$ cat src/sv/rau_pkg.sv
// Shared constants, codes and control types of the rational arithmetic unit.
package rau_pkg;

  localparam int OPERAND_WIDTH = 16;
  localparam int MAG_W         = OPERAND_WIDTH + 1;
  localparam int WIDE_W        = 2 * OPERAND_WIDTH + 2;
  localparam int CNT_W         = $clog2(WIDE_W);
  localparam int SHIFT_W       = $clog2(WIDE_W + 1);
  localparam int MODE_W        = 3;
  localparam int WHOLE_W       = 32;
  localparam int REM_W         = 30;
  localparam int DEN_W         = 31;

  localparam logic [MODE_W-1:0] MODE_ADD = MODE_W'(0);
  localparam logic [MODE_W-1:0] MODE_SUB = MODE_W'(1);
  localparam logic [MODE_W-1:0] MODE_MUL = MODE_W'(2);
  localparam logic [MODE_W-1:0] MODE_DIV = MODE_W'(3);

  typedef enum logic [1:0] {
    MUL_CROSS_A,
    MUL_CROSS_B,
    MUL_DEN
  } mul_sel_t;

  typedef enum logic [1:0] {
    DIV_NUM,
    DIV_DEN,
    DIV_MIX
  } div_sel_t;

  typedef enum logic [3:0] {
    S_IDLE,
    S_CHECK,
    S_MUL_A,
    S_MUL_B,
    S_MUL_D,
    S_SUM,
    S_GCD_INIT,
    S_GCD_STEP,
    S_GCD_END,
    S_DIVN_GO,
    S_DIVN_WAIT,
    S_DIVD_GO,
    S_DIVD_WAIT,
    S_DIVF_GO,
    S_DIVF_WAIT,
    S_DONE
  } state_t;

  typedef struct packed {
    logic     load;
    logic     mul_en;
    mul_sel_t mul_sel;
    logic     sum_en;
    logic     gcd_init;
    logic     gcd_step;
    logic     gcd_end;
    logic     div_start;
    div_sel_t div_sel;
    logic     div_wb;
    logic     out_load;
    logic     out_err;
  } cmd_t;

  typedef struct packed {
    logic bad;
    logic add_sub;
    logic gcd_done;
    logic div_done;
  } sts_t;

endpackage

$ cat src/sv/rau_div.sv
// Restoring divider, one quotient bit per cycle, shared by every division of an item.
module rau_div (
  input  logic                        clk,
  input  logic                        rst_n,
  input  logic                        start,
  input  logic [rau_pkg::WIDE_W-1:0]  dividend,
  input  logic [rau_pkg::WIDE_W-1:0]  divisor,
  output logic                        done,
  output logic [rau_pkg::WIDE_W-1:0]  quotient,
  output logic [rau_pkg::WIDE_W-1:0]  remainder
);

  logic [rau_pkg::WIDE_W-1:0] quo_r, quo_nxt, rem_r, rem_nxt, dvs_r;
  logic [rau_pkg::CNT_W-1:0]  cnt_r;
  logic                       busy_r, done_r;
  logic [rau_pkg::WIDE_W:0]   shifted, diff;

  always_comb begin
    shifted = {rem_r, quo_r[rau_pkg::WIDE_W-1]};
    diff    = shifted - {1'b0, dvs_r};
    if (diff[rau_pkg::WIDE_W]) begin
      rem_nxt = shifted[rau_pkg::WIDE_W-1:0];
      quo_nxt = {quo_r[rau_pkg::WIDE_W-2:0], 1'b0};
    end else begin
      rem_nxt = diff[rau_pkg::WIDE_W-1:0];
      quo_nxt = {quo_r[rau_pkg::WIDE_W-2:0], 1'b1};
    end
  end

  always_ff @(posedge clk) begin
    if (!rst_n) begin
      busy_r <= 1'b0;
      done_r <= 1'b0;
      cnt_r  <= '0;
    end else begin
      done_r <= 1'b0;
      if (start) begin
        busy_r <= 1'b1;
        cnt_r  <= rau_pkg::CNT_W'(rau_pkg::WIDE_W - 1);
      end else if (busy_r) begin
        cnt_r <= cnt_r - 1'b1;
        if (cnt_r == '0) begin
          busy_r <= 1'b0;
          done_r <= 1'b1;
        end
      end
    end
  end

  always_ff @(posedge clk) begin
    if (start) begin
      rem_r <= '0;
      quo_r <= dividend;
      dvs_r <= divisor;
    end else if (busy_r) begin
      rem_r <= rem_nxt;
      quo_r <= quo_nxt;
    end
  end

  assign done      = done_r;
  assign quotient  = quo_r;
  assign remainder = rem_r;

endmodule

$ cat src/sv/rau_dp.sv
// Datapath: operand registers, shared multiplier, binary gcd, divider and result registers.
module rau_dp (
  input  logic                                   clk,
  input  logic                                   rst_n,
  input  rau_pkg::cmd_t                          cmd,
  output rau_pkg::sts_t                          sts,
  input  logic [rau_pkg::MODE_W-1:0]             in_mode,
  input  logic signed [rau_pkg::OPERAND_WIDTH-1:0] in_first_numerator,
  input  logic signed [rau_pkg::OPERAND_WIDTH-1:0] in_first_denominator,
  input  logic signed [rau_pkg::OPERAND_WIDTH-1:0] in_second_numerator,
  input  logic signed [rau_pkg::OPERAND_WIDTH-1:0] in_second_denominator,
  output logic                                   out_error,
  output logic                                   out_negative,
  output logic [rau_pkg::WHOLE_W-1:0]            out_whole_magnitude,
  output logic [rau_pkg::REM_W-1:0]              out_remainder_magnitude,
  output logic [rau_pkg::DEN_W-1:0]              out_denominator_magnitude
);

  localparam int MW = rau_pkg::MAG_W;
  localparam int WW = rau_pkg::WIDE_W;

  function automatic logic [MW-1:0] mag_of(input logic [rau_pkg::OPERAND_WIDTH-1:0] v);
    logic [MW-1:0] ext;
    ext = {v[rau_pkg::OPERAND_WIDTH-1], v};
    return v[rau_pkg::OPERAND_WIDTH-1] ? (MW'(0) - ext) : ext;
  endfunction

  logic [rau_pkg::MODE_W-1:0] mode_r;
  logic [MW-1:0] n1_mag_r, d1_mag_r, n2_mag_r, d2_mag_r;
  logic          n1_neg_r, d1_neg_r, n2_neg_r, d2_neg_r;
  logic [WW-1:0] num_mag_r, den_mag_r, tmp_mag_r;
  logic          num_neg_r, den_neg_r, tmp_neg_r;
  logic [WW-1:0] ga_r, gb_r, g_r;
  logic [rau_pkg::SHIFT_W-1:0] k_r;
  logic [WW-1:0] whole_r, rem_r;

  logic          out_error_r, out_negative_r;
  logic [rau_pkg::WHOLE_W-1:0] out_whole_r;
  logic [rau_pkg::REM_W-1:0]   out_rem_r;
  logic [rau_pkg::DEN_W-1:0]   out_den_r;

  logic          mode_ok, is_sub;
  logic [MW-1:0] ma, mb;
  logic          sa, sb, flip;
  logic [WW-1:0] prod;
  logic          pneg;
  logic [WW-1:0] sum_mag;
  logic          sum_neg;
  logic [WW-1:0] dvd, dvs, quo, rmd;
  logic          div_done;
  logic [WW+rau_pkg::WHOLE_W-1:0] whole_ext;
  logic [WW+rau_pkg::REM_W-1:0]   rem_ext;
  logic [WW+rau_pkg::DEN_W-1:0]   den_ext;

  assign mode_ok = (mode_r == rau_pkg::MODE_ADD) || (mode_r == rau_pkg::MODE_SUB) ||
                   (mode_r == rau_pkg::MODE_MUL) || (mode_r == rau_pkg::MODE_DIV);
  assign is_sub  = (mode_r == rau_pkg::MODE_SUB);

  assign sts.bad      = (d1_mag_r == '0) || (d2_mag_r == '0) || !mode_ok ||
                        ((mode_r == rau_pkg::MODE_DIV) && (n2_mag_r == '0));
  assign sts.add_sub  = (mode_r == rau_pkg::MODE_ADD) || is_sub;
  assign sts.gcd_done = (ga_r == '0) || (gb_r == '0);
  assign sts.div_done = div_done;

  // operand pairing per product
  always_comb begin
    ma   = n1_mag_r;
    sa   = n1_neg_r;
    mb   = d2_mag_r;
    sb   = d2_neg_r;
    flip = 1'b0;
    unique case (cmd.mul_sel)
      rau_pkg::MUL_CROSS_A: begin
        if (mode_r == rau_pkg::MODE_MUL) begin
          mb = n2_mag_r;
          sb = n2_neg_r;
        end
      end
      rau_pkg::MUL_CROSS_B: begin
        ma   = n2_mag_r;
        sa   = n2_neg_r;
        mb   = d1_mag_r;
        sb   = d1_neg_r;
        flip = is_sub;
      end
      rau_pkg::MUL_DEN: begin
        ma = d1_mag_r;
        sa = d1_neg_r;
        if (mode_r == rau_pkg::MODE_DIV) begin
          mb = n2_mag_r;
          sb = n2_neg_r;
        end
      end
      default: begin
        ma = n1_mag_r;
      end
    endcase
    prod = ma * mb;
    pneg = (prod != '0) && ((sa != sb) != flip);
  end

  // signed-magnitude sum of the two cross products
  always_comb begin
    if (num_neg_r == tmp_neg_r) begin
      sum_mag = num_mag_r + tmp_mag_r;
      sum_neg = num_neg_r;
    end else if (num_mag_r >= tmp_mag_r) begin
      sum_mag = num_mag_r - tmp_mag_r;
      sum_neg = num_neg_r;
    end else begin
      sum_mag = tmp_mag_r - num_mag_r;
      sum_neg = tmp_neg_r;
    end
    if (sum_mag == '0) begin
      sum_neg = 1'b0;
    end
  end

  always_comb begin
    unique case (cmd.div_sel)
      rau_pkg::DIV_NUM: begin
        dvd = num_mag_r;
        dvs = g_r;
      end
      rau_pkg::DIV_DEN: begin
        dvd = den_mag_r;
        dvs = g_r;
      end
      rau_pkg::DIV_MIX: begin
        dvd = num_mag_r;
        dvs = den_mag_r;
      end
      default: begin
        dvd = num_mag_r;
        dvs = den_mag_r;
      end
    endcase
  end

  rau_div u_div (
    .clk       (clk),
    .rst_n     (rst_n),
    .start     (cmd.div_start),
    .dividend  (dvd),
    .divisor   (dvs),
    .done      (div_done),
    .quotient  (quo),
    .remainder (rmd)
  );

  always_ff @(posedge clk) begin
    if (cmd.load) begin
      mode_r   <= in_mode;
      n1_mag_r <= mag_of(in_first_numerator);
      d1_mag_r <= mag_of(in_first_denominator);
      n2_mag_r <= mag_of(in_second_numerator);
      d2_mag_r <= mag_of(in_second_denominator);
      n1_neg_r <= in_first_numerator[rau_pkg::OPERAND_WIDTH-1];
      d1_neg_r <= in_first_denominator[rau_pkg::OPERAND_WIDTH-1];
      n2_neg_r <= in_second_numerator[rau_pkg::OPERAND_WIDTH-1];
      d2_neg_r <= in_second_denominator[rau_pkg::OPERAND_WIDTH-1];
    end
  end

  always_ff @(posedge clk) begin
    if (cmd.mul_en) begin
      unique case (cmd.mul_sel)
        rau_pkg::MUL_CROSS_A: begin
          num_mag_r <= prod;
          num_neg_r <= pneg;
        end
        rau_pkg::MUL_CROSS_B: begin
          tmp_mag_r <= prod;
          tmp_neg_r <= pneg;
        end
        rau_pkg::MUL_DEN: begin
          den_mag_r <= prod;
          den_neg_r <= pneg;
        end
        default: begin
          tmp_mag_r <= prod;
        end
      endcase
    end else if (cmd.sum_en) begin
      num_mag_r <= sum_mag;
      num_neg_r <= sum_neg;
    end else if (cmd.div_wb) begin
      unique case (cmd.div_sel)
        rau_pkg::DIV_NUM: num_mag_r <= quo;
        rau_pkg::DIV_DEN: den_mag_r <= quo;
        rau_pkg::DIV_MIX: begin
          whole_r <= quo;
          rem_r   <= rmd;
        end
        default: begin
          whole_r <= quo;
        end
      endcase
    end
  end

  // binary gcd: strip common twos, halve an even operand, subtract odd from odd, then restore the twos
  always_ff @(posedge clk) begin
    if (cmd.gcd_init) begin
      ga_r <= num_mag_r;
      gb_r <= den_mag_r;
      k_r  <= '0;
    end else if (cmd.gcd_step) begin
      priority if (!ga_r[0] && !gb_r[0]) begin
        ga_r <= ga_r >> 1;
        gb_r <= gb_r >> 1;
        k_r  <= k_r + 1'b1;
      end else if (!ga_r[0]) begin
        ga_r <= ga_r >> 1;
      end else if (!gb_r[0]) begin
        gb_r <= gb_r >> 1;
      end else if (ga_r >= gb_r) begin
        ga_r <= ga_r - gb_r;
      end else begin
        gb_r <= gb_r - ga_r;
      end
    end else if (cmd.gcd_end) begin
      g_r <= (ga_r | gb_r) << k_r;
    end
  end

  assign whole_ext = {{rau_pkg::WHOLE_W{1'b0}}, whole_r};
  assign rem_ext   = {{rau_pkg::REM_W{1'b0}}, rem_r};
  assign den_ext   = {{rau_pkg::DEN_W{1'b0}}, den_mag_r};

  always_ff @(posedge clk) begin
    if (cmd.out_load) begin
      if (cmd.out_err) begin
        out_error_r    <= 1'b1;
        out_negative_r <= 1'b0;
        out_whole_r    <= '0;
        out_rem_r      <= '0;
        out_den_r      <= '0;
      end else begin
        out_error_r    <= 1'b0;
        out_negative_r <= (num_mag_r != '0) && (num_neg_r != den_neg_r);
        out_whole_r    <= whole_ext[rau_pkg::WHOLE_W-1:0];
        out_rem_r      <= rem_ext[rau_pkg::REM_W-1:0];
        out_den_r      <= den_ext[rau_pkg::DEN_W-1:0];
      end
    end
  end

  assign out_error                 = out_error_r;
  assign out_negative              = out_negative_r;
  assign out_whole_magnitude       = out_whole_r;
  assign out_remainder_magnitude   = out_rem_r;
  assign out_denominator_magnitude = out_den_r;

endmodule

$ cat src/sv/rau_ctrl.sv
// Controller: sequences products, gcd and divisions, and owns both handshakes.
module rau_ctrl (
  input  logic          clk,
  input  logic          rst_n,
  input  logic          in_valid,
  output logic          in_ready,
  output logic          out_valid,
  input  logic          out_ready,
  input  rau_pkg::sts_t sts,
  output rau_pkg::cmd_t cmd
);

  rau_pkg::state_t state_r, state_nxt;
  logic            out_valid_r, out_valid_nxt;
  logic            slot_free;

  assign slot_free = !out_valid_r || out_ready;

  always_comb begin
    state_nxt = state_r;
    unique case (state_r)
      rau_pkg::S_IDLE:      if (in_valid) state_nxt = rau_pkg::S_CHECK;
      rau_pkg::S_CHECK:     state_nxt = sts.bad ? rau_pkg::S_DONE : rau_pkg::S_MUL_A;
      rau_pkg::S_MUL_A:     state_nxt = sts.add_sub ? rau_pkg::S_MUL_B : rau_pkg::S_MUL_D;
      rau_pkg::S_MUL_B:     state_nxt = rau_pkg::S_MUL_D;
      rau_pkg::S_MUL_D:     state_nxt = sts.add_sub ? rau_pkg::S_SUM : rau_pkg::S_GCD_INIT;
      rau_pkg::S_SUM:       state_nxt = rau_pkg::S_GCD_INIT;
      rau_pkg::S_GCD_INIT:  state_nxt = rau_pkg::S_GCD_STEP;
      rau_pkg::S_GCD_STEP:  if (sts.gcd_done) state_nxt = rau_pkg::S_GCD_END;
      rau_pkg::S_GCD_END:   state_nxt = rau_pkg::S_DIVN_GO;
      rau_pkg::S_DIVN_GO:   state_nxt = rau_pkg::S_DIVN_WAIT;
      rau_pkg::S_DIVN_WAIT: if (sts.div_done) state_nxt = rau_pkg::S_DIVD_GO;
      rau_pkg::S_DIVD_GO:   state_nxt = rau_pkg::S_DIVD_WAIT;
      rau_pkg::S_DIVD_WAIT: if (sts.div_done) state_nxt = rau_pkg::S_DIVF_GO;
      rau_pkg::S_DIVF_GO:   state_nxt = rau_pkg::S_DIVF_WAIT;
      rau_pkg::S_DIVF_WAIT: if (sts.div_done) state_nxt = rau_pkg::S_DONE;
      rau_pkg::S_DONE:      if (slot_free) state_nxt = rau_pkg::S_IDLE;
      default:              state_nxt = rau_pkg::S_IDLE;
    endcase
  end

  always_comb begin
    cmd      = '0;
    in_ready = 1'b0;
    unique case (state_r)
      rau_pkg::S_IDLE: begin
        in_ready = 1'b1;
        cmd.load = in_valid;
      end
      rau_pkg::S_MUL_A: begin
        cmd.mul_en  = 1'b1;
        cmd.mul_sel = rau_pkg::MUL_CROSS_A;
      end
      rau_pkg::S_MUL_B: begin
        cmd.mul_en  = 1'b1;
        cmd.mul_sel = rau_pkg::MUL_CROSS_B;
      end
      rau_pkg::S_MUL_D: begin
        cmd.mul_en  = 1'b1;
        cmd.mul_sel = rau_pkg::MUL_DEN;
      end
      rau_pkg::S_SUM:       cmd.sum_en   = 1'b1;
      rau_pkg::S_GCD_INIT:  cmd.gcd_init = 1'b1;
      rau_pkg::S_GCD_STEP:  cmd.gcd_step = !sts.gcd_done;
      rau_pkg::S_GCD_END:   cmd.gcd_end  = 1'b1;
      rau_pkg::S_DIVN_GO: begin
        cmd.div_start = 1'b1;
        cmd.div_sel   = rau_pkg::DIV_NUM;
      end
      rau_pkg::S_DIVN_WAIT: begin
        cmd.div_sel = rau_pkg::DIV_NUM;
        cmd.div_wb  = sts.div_done;
      end
      rau_pkg::S_DIVD_GO: begin
        cmd.div_start = 1'b1;
        cmd.div_sel   = rau_pkg::DIV_DEN;
      end
      rau_pkg::S_DIVD_WAIT: begin
        cmd.div_sel = rau_pkg::DIV_DEN;
        cmd.div_wb  = sts.div_done;
      end
      rau_pkg::S_DIVF_GO: begin
        cmd.div_start = 1'b1;
        cmd.div_sel   = rau_pkg::DIV_MIX;
      end
      rau_pkg::S_DIVF_WAIT: begin
        cmd.div_sel = rau_pkg::DIV_MIX;
        cmd.div_wb  = sts.div_done;
      end
      rau_pkg::S_DONE: begin
        // hold the result until the output slot frees up
        cmd.out_load = slot_free;
        cmd.out_err  = sts.bad;
      end
      default: begin
        in_ready = 1'b0;
      end
    endcase
  end

  always_comb begin
    out_valid_nxt = out_valid_r;
    if (cmd.out_load) begin
      out_valid_nxt = 1'b1;
    end else if (out_ready) begin
      out_valid_nxt = 1'b0;
    end
  end

  always_ff @(posedge clk) begin
    if (!rst_n) begin
      state_r     <= rau_pkg::S_IDLE;
      out_valid_r <= 1'b0;
    end else begin
      state_r     <= state_nxt;
      out_valid_r <= out_valid_nxt;
    end
  end

  assign out_valid = out_valid_r;

endmodule

$ cat src/sv/rational_arithmetic_unit.sv
// Top level of the rational arithmetic unit: controller plus datapath.
//
//   channel  direction  handshake             payload
//   in_      request in in_valid / in_ready   mode, two signed fractions
//   out_     result out out_valid / out_ready error, sign, whole, remainder, denominator
//
// One request at a time. A request runs through the products, the binary gcd steps
// (fewer for small operands) and three passes through the one-bit-per-cycle divider.
// Errors go from the check straight to the result. A finished result waits in the
// output register while the next request is taken. rst_n is synchronous and clears
// the controller.
module rational_arithmetic_unit (
  input  logic                                     clk,
  input  logic                                     rst_n,
  input  logic                                     in_valid,
  output logic                                     in_ready,
  input  logic [rau_pkg::MODE_W-1:0]               in_mode,
  input  logic signed [rau_pkg::OPERAND_WIDTH-1:0] in_first_numerator,
  input  logic signed [rau_pkg::OPERAND_WIDTH-1:0] in_first_denominator,
  input  logic signed [rau_pkg::OPERAND_WIDTH-1:0] in_second_numerator,
  input  logic signed [rau_pkg::OPERAND_WIDTH-1:0] in_second_denominator,
  output logic                                     out_valid,
  input  logic                                     out_ready,
  output logic                                     out_error,
  output logic                                     out_negative,
  output logic [rau_pkg::WHOLE_W-1:0]              out_whole_magnitude,
  output logic [rau_pkg::REM_W-1:0]                out_remainder_magnitude,
  output logic [rau_pkg::DEN_W-1:0]                out_denominator_magnitude
);

  rau_pkg::cmd_t cmd;
  rau_pkg::sts_t sts;

  rau_ctrl u_ctrl (
    .clk       (clk),
    .rst_n     (rst_n),
    .in_valid  (in_valid),
    .in_ready  (in_ready),
    .out_valid (out_valid),
    .out_ready (out_ready),
    .sts       (sts),
    .cmd       (cmd)
  );

  rau_dp u_dp (
    .clk                       (clk),
    .rst_n                     (rst_n),
    .cmd                       (cmd),
    .sts                       (sts),
    .in_mode                   (in_mode),
    .in_first_numerator        (in_first_numerator),
    .in_first_denominator      (in_first_denominator),
    .in_second_numerator       (in_second_numerator),
    .in_second_denominator     (in_second_denominator),
    .out_error                 (out_error),
    .out_negative              (out_negative),
    .out_whole_magnitude       (out_whole_magnitude),
    .out_remainder_magnitude   (out_remainder_magnitude),
    .out_denominator_magnitude (out_denominator_magnitude)
  );

endmodule

$ cat config.mk
export PLATFORM = sky130hd
export DESIGN_NAME = rational_arithmetic_unit
export DESIGN_NICKNAME = d
export VERILOG_FILES = /design/src/sv/rau_pkg.sv /design/src/sv/rau_div.sv /design/src/sv/rau_dp.sv /design/src/sv/rau_ctrl.sv /design/src/sv/rational_arithmetic_unit.sv
export SDC_FILE = /design/constraint.sdc
export NUM_CORES = 2
export LEC_CHECK = 0
export ABC_AREA = 1
export ABC_CLOCK_PERIOD_IN_PS = 20300
export BUFFER_PORTS_ARGS = -buffer_cell sky130_fd_sc_hd__buf_2
export CORE_MARGIN = 2
export CORE_UTILIZATION = 55
export CTS_CLUSTER_SIZE = 40
export DETAILED_ROUTE_END_ITERATION = 10
export PLACE_DENSITY = 0.72
export SYNTH_ARGS = -nofsm -noshare
export SYNTH_HDL_FRONTEND = slang
export SYNTH_SLANG_ARGS = --single-unit
$ cat constraint.sdc
create_clock -name clk -period 20.3 [get_ports clk]
set_input_delay 2.03 -clock clk [delete_from_list [all_inputs] [get_ports clk]]
set_output_delay 2.03 -clock clk [all_outputs]
set_load 0.01 [all_outputs]
==> flow_summary_export.csv <==
group,metric,value,unit
setup_path,path_max_fanout,38,
routing,viasPerCell,5.88,
floorplanning,die_x,307,microns
synthesis,synthCells,6575,
setup_path,setup.worst_path.end_class,"flop",
grt,grt_overflow,0,
synthesis,synth_enable_flop_cells,507,
place,port_buffers,167,
routing,vias,46200,
setup_path,type_of_the_worst_setup_path,"reg2reg",
place,globalplace.congestion,1.05,
setup_path,critical_path_source_type,"flop",
clock_network,post_cts_hold_buffer_count,0,
timing,fmax,106,MHz
timing,grt_setup_unrepaired,"no",
synthesis,netlist.area_leader.share,30.2,%
synthesis,syn-cell-area,50300,sq um
synthesis,synth_top_area_cell,"sky130_fd_sc_hd__edfxtp_1",
cells_and_area,nFillCells,8253,
timing,finalClockSkew,0.0300,ns
setup_path,crit_path_start,"u_ctrl.state_r[2]$_SDFFE_PN0P_",
synthesis,post_synth.cell_area_avg,7.66,sq um
synthesis,yosys_register_bits,560,
grt,maximum_number_of_pins_on_one_net_before_global_route_repair,107,
floorplanning,start_util,55.7,%
synthesis,synthTopCellsByArea,"sky130_fd_sc_hd__edfxtp_1, sky130_fd_sc_hd__nand2_1, sky130_fd_sc_hd__fa_1",
hold_path,holdCritStartpoint,"u_dp.u_div.quotient[12]$_DFFE_PP_",
setup_path,reg2reg_from,"u_ctrl.state_r[2]$_SDFFE_PN0P_",
routing,drt-total-wl,185000,microns
timing,finalSetupViolations,0,
synthesis,flip_flop_cell_with_the_highest_count_after_synthesis,"sky130_fd_sc_hd__edfxtp_1",
grt,grt_pass1_vias,44100,
routing,ant_nets,0,
synthesis,portion_of_the_post_synthesis_area_used_by_sequential_elements,32.3,%
clock_network,cts-buffers-inserted,56,
setup_path,ff2ff_setup_slack,10.85,ns
setup_path,timing.critical_path.required,20.71,ns
timing,layout_worst_path_cycle_share,46.6,%
cells_and_area,area_growth,7.66,%
place,final_hpwl_dp,150000,microns
timing,period_needed,9.45,ns
clock_network,clk-insertion-delay-late,0.67,ns
timing,timing.max_slew.rel_slack,16.6,%
cells_and_area,postLayoutCellArea,54200,sq um
grt,grt_first_pass_wirelength,274000,microns
clock_network,clk_transition_reported_paths,0.07,ns
floorplanning,io-pin-count,168,
timing,final-max-slew-violation-count,0,
timing,final_hold_viol_count,0,
floorplanning,core-area,90400,sq um
cells_and_area,final_common_cell,"sky130_fd_sc_hd__nand2_1",
clock_network,cts_tree,"done",
cells_and_area,finish.net_count,7296,
clock_network,clock_tree.htree_level_count,2,
setup_path,worst_path_largest_cell_delay,0.88,ns
routing,drcViolationCount,0,
synthesis,synth_cell_type_count,61,
hold_path,min-delay-path-class,"reg2reg",
setup_path,critical-path-slowest-cell,"sky130_fd_sc_hd__ha_1",
timing,worstMarginPinSlew,1.24,ns
cells_and_area,drive_gt1_share,5.95,%
timing,timing.setup.tns,0,ns
routing,first_iter_violations,5735,
grt,antenna_found_initial,13,
clock_network,clock-root-buffer,"sky130_fd_sc_hd__clkbuf_16",
outcome,status,"finished, final reports clean",
clock_network,postCtsSetupBuffers,0,
floorplanning,die-height,307,microns
routing,wl_per_cell,23.5,microns
clock_network,clock_tree.buffer_depth,3,
setup_path,critical_path.most_common_cell,"sky130_fd_sc_hd__nand2_1",
synthesis,postSynth.asyncResetShare,0,%
setup_path,worstPathArrival,9.86,ns
grt,grt.total_usage,38.8,%
cells_and_area,mostFrequentLayoutCells,"sky130_fd_sc_hd__nand2_1, sky130_fd_sc_hd__inv_1, sky130_fd_sc_hd__nor2_1, sky130_fd_sc_hd__edfxtp_1, sky130_fd_sc_hd__o21ai_0",
place,postPlaceCellArea,52200,sq um
synthesis,warning_count_from_the_yosys_run,0,
clock_network,post_cts_resized,0,
clock_network,numClockSinks,560,
run,max_cap_violations,0,
routing,drt_first_pass_iters,6,
floorplanning,number_of_core_rows,110,
floorplanning,design.die.area,94000,sq um
layer usage:
metal  vias up  GRT usage [%]  wire length (microns)
li1      21400              -                      -
met4        20           16.1                   8640
met3       450           8.61                  20300
met2      2596           59.7                  80300
met1     21800           52.9                  75200
met5         -          0.310                    115
Yosys cell counts (24+ instances only):
| cell | count |
|---|---|
| sky130_fd_sc_hd__nor2_1 | 629 |
| sky130_fd_sc_hd__a22oi_1 | 35 |
| sky130_fd_sc_hd__o221ai_1 | 35 |
| sky130_fd_sc_hd__o22ai_1 | 28 |
| sky130_fd_sc_hd__xor2_1 | 145 |
| sky130_fd_sc_hd__ha_1 | 356 |
| sky130_fd_sc_hd__o211ai_1 | 98 |
| sky130_fd_sc_hd__a21o_1 | 25 |
| sky130_fd_sc_hd__nand2_1 | 1515 |
| sky130_fd_sc_hd__o21ai_1 | 25 |
| sky130_fd_sc_hd__nand4_1 | 81 |
| sky130_fd_sc_hd__edfxtp_1 | 507 |
| sky130_fd_sc_hd__clkbuf_1 | 147 |
| sky130_fd_sc_hd__dfxtp_1 | 53 |
| sky130_fd_sc_hd__xnor2_1 | 45 |
| sky130_fd_sc_hd__a21oi_1 | 351 |
| sky130_fd_sc_hd__o21ai_0 | 438 |
| sky130_fd_sc_hd__o21bai_1 | 24 |
| sky130_fd_sc_hd__inv_1 | 1220 |
| sky130_fd_sc_hd__nor3_1 | 42 |
| sky130_fd_sc_hd__nor4_1 | 35 |
| sky130_fd_sc_hd__fa_1 | 230 |
| sky130_fd_sc_hd__mux2i_1 | 25 |
| sky130_fd_sc_hd__nand3_1 | 230 |
cell type report:
cell class	instances	area [sq um]	area share (%)
Antenna cell	3	7.51	0.0138
Clock buffer	64	1450	2.68
Clock inverter	40	572	1.05
Inverter	1251	4700	8.66
Multi-Input combinational cell	4561	28600	52.7
Sequential cell	560	16300	30.0
Tap cell	1176	1470	2.71
Timing Repair Buffer	209	1160	2.15
stage by stage:
step,hold WS (ns),worst slack (ns),util (%),cells
6_report,0.448,10.85,59.9,7864
3_3_place_gp,0.431,11.15,57.7,7757
2_1_floorplan,0.426,11.17,-,6578
5_1_grt,0.455,10.33,59.9,7861
3_5_place_dp,0.432,10.94,57.7,7757
4_1_cts,0.447,10.92,59.9,7861
kinds of logic (layout without fill, tap and decap cells):
family	count (synthesis)	after routing	share of synthesized area, %
other	1	7	0.00745
AND/OR/NAND/NOR	2595	2595	21.2
flip-flops	560	560	32.3
AO/OA/AOI/OAI	1161	1161	13.4
XOR/XNOR	190	190	3.31
adder cells (fa/ha/maj)	586	586	18.0
multiplexers	25	25	0.497
buffers and inverters	1457	1564	11.2
flip-flops by register name, indices dropped and copies added (netlist names), 30 cells and up:
register                        cells
u_dp.ga_r                          34
u_dp.gb_r                          34
u_dp.whole_r                       32
u_dp.den_mag_r                     34
u_dp.out_whole_magnitude           32
u_dp.u_div.remainder               34
u_dp.tmp_mag_r                     34
u_dp.u_div.dvs_r                   34
u_dp.rem_r                         30
u_dp.num_mag_r                     34
u_dp.u_div.quotient                34
u_dp.out_denominator_magnitude     31
u_dp.out_remainder_magnitude       30
u_dp.g_r                           34
critical path: cells and delay by family (launching register included):
kind	cells	cell delay (ns)
buffers and inverters	9	1.91
AO/OA/AOI/OAI	3	0.75
adder cells (fa/ha/maj)	8	4.30
flip-flops	1	0.41
AND/OR/NAND/NOR	17	1.80
final timing paths:
path	depth (start not counted)	end
max	37	u_dp.num_neg_r$_DFFE_PP_
min reg2reg	0	u_dp.whole_r[12]$_DFFE_PP_
min	0	u_dp.whole_r[12]$_DFFE_PP_
max reg2reg	37	u_dp.num_neg_r$_DFFE_PP_
Power is not shown: default switching activity piles up to over one toggle a cycle in this logic, so the estimate is an artifact.
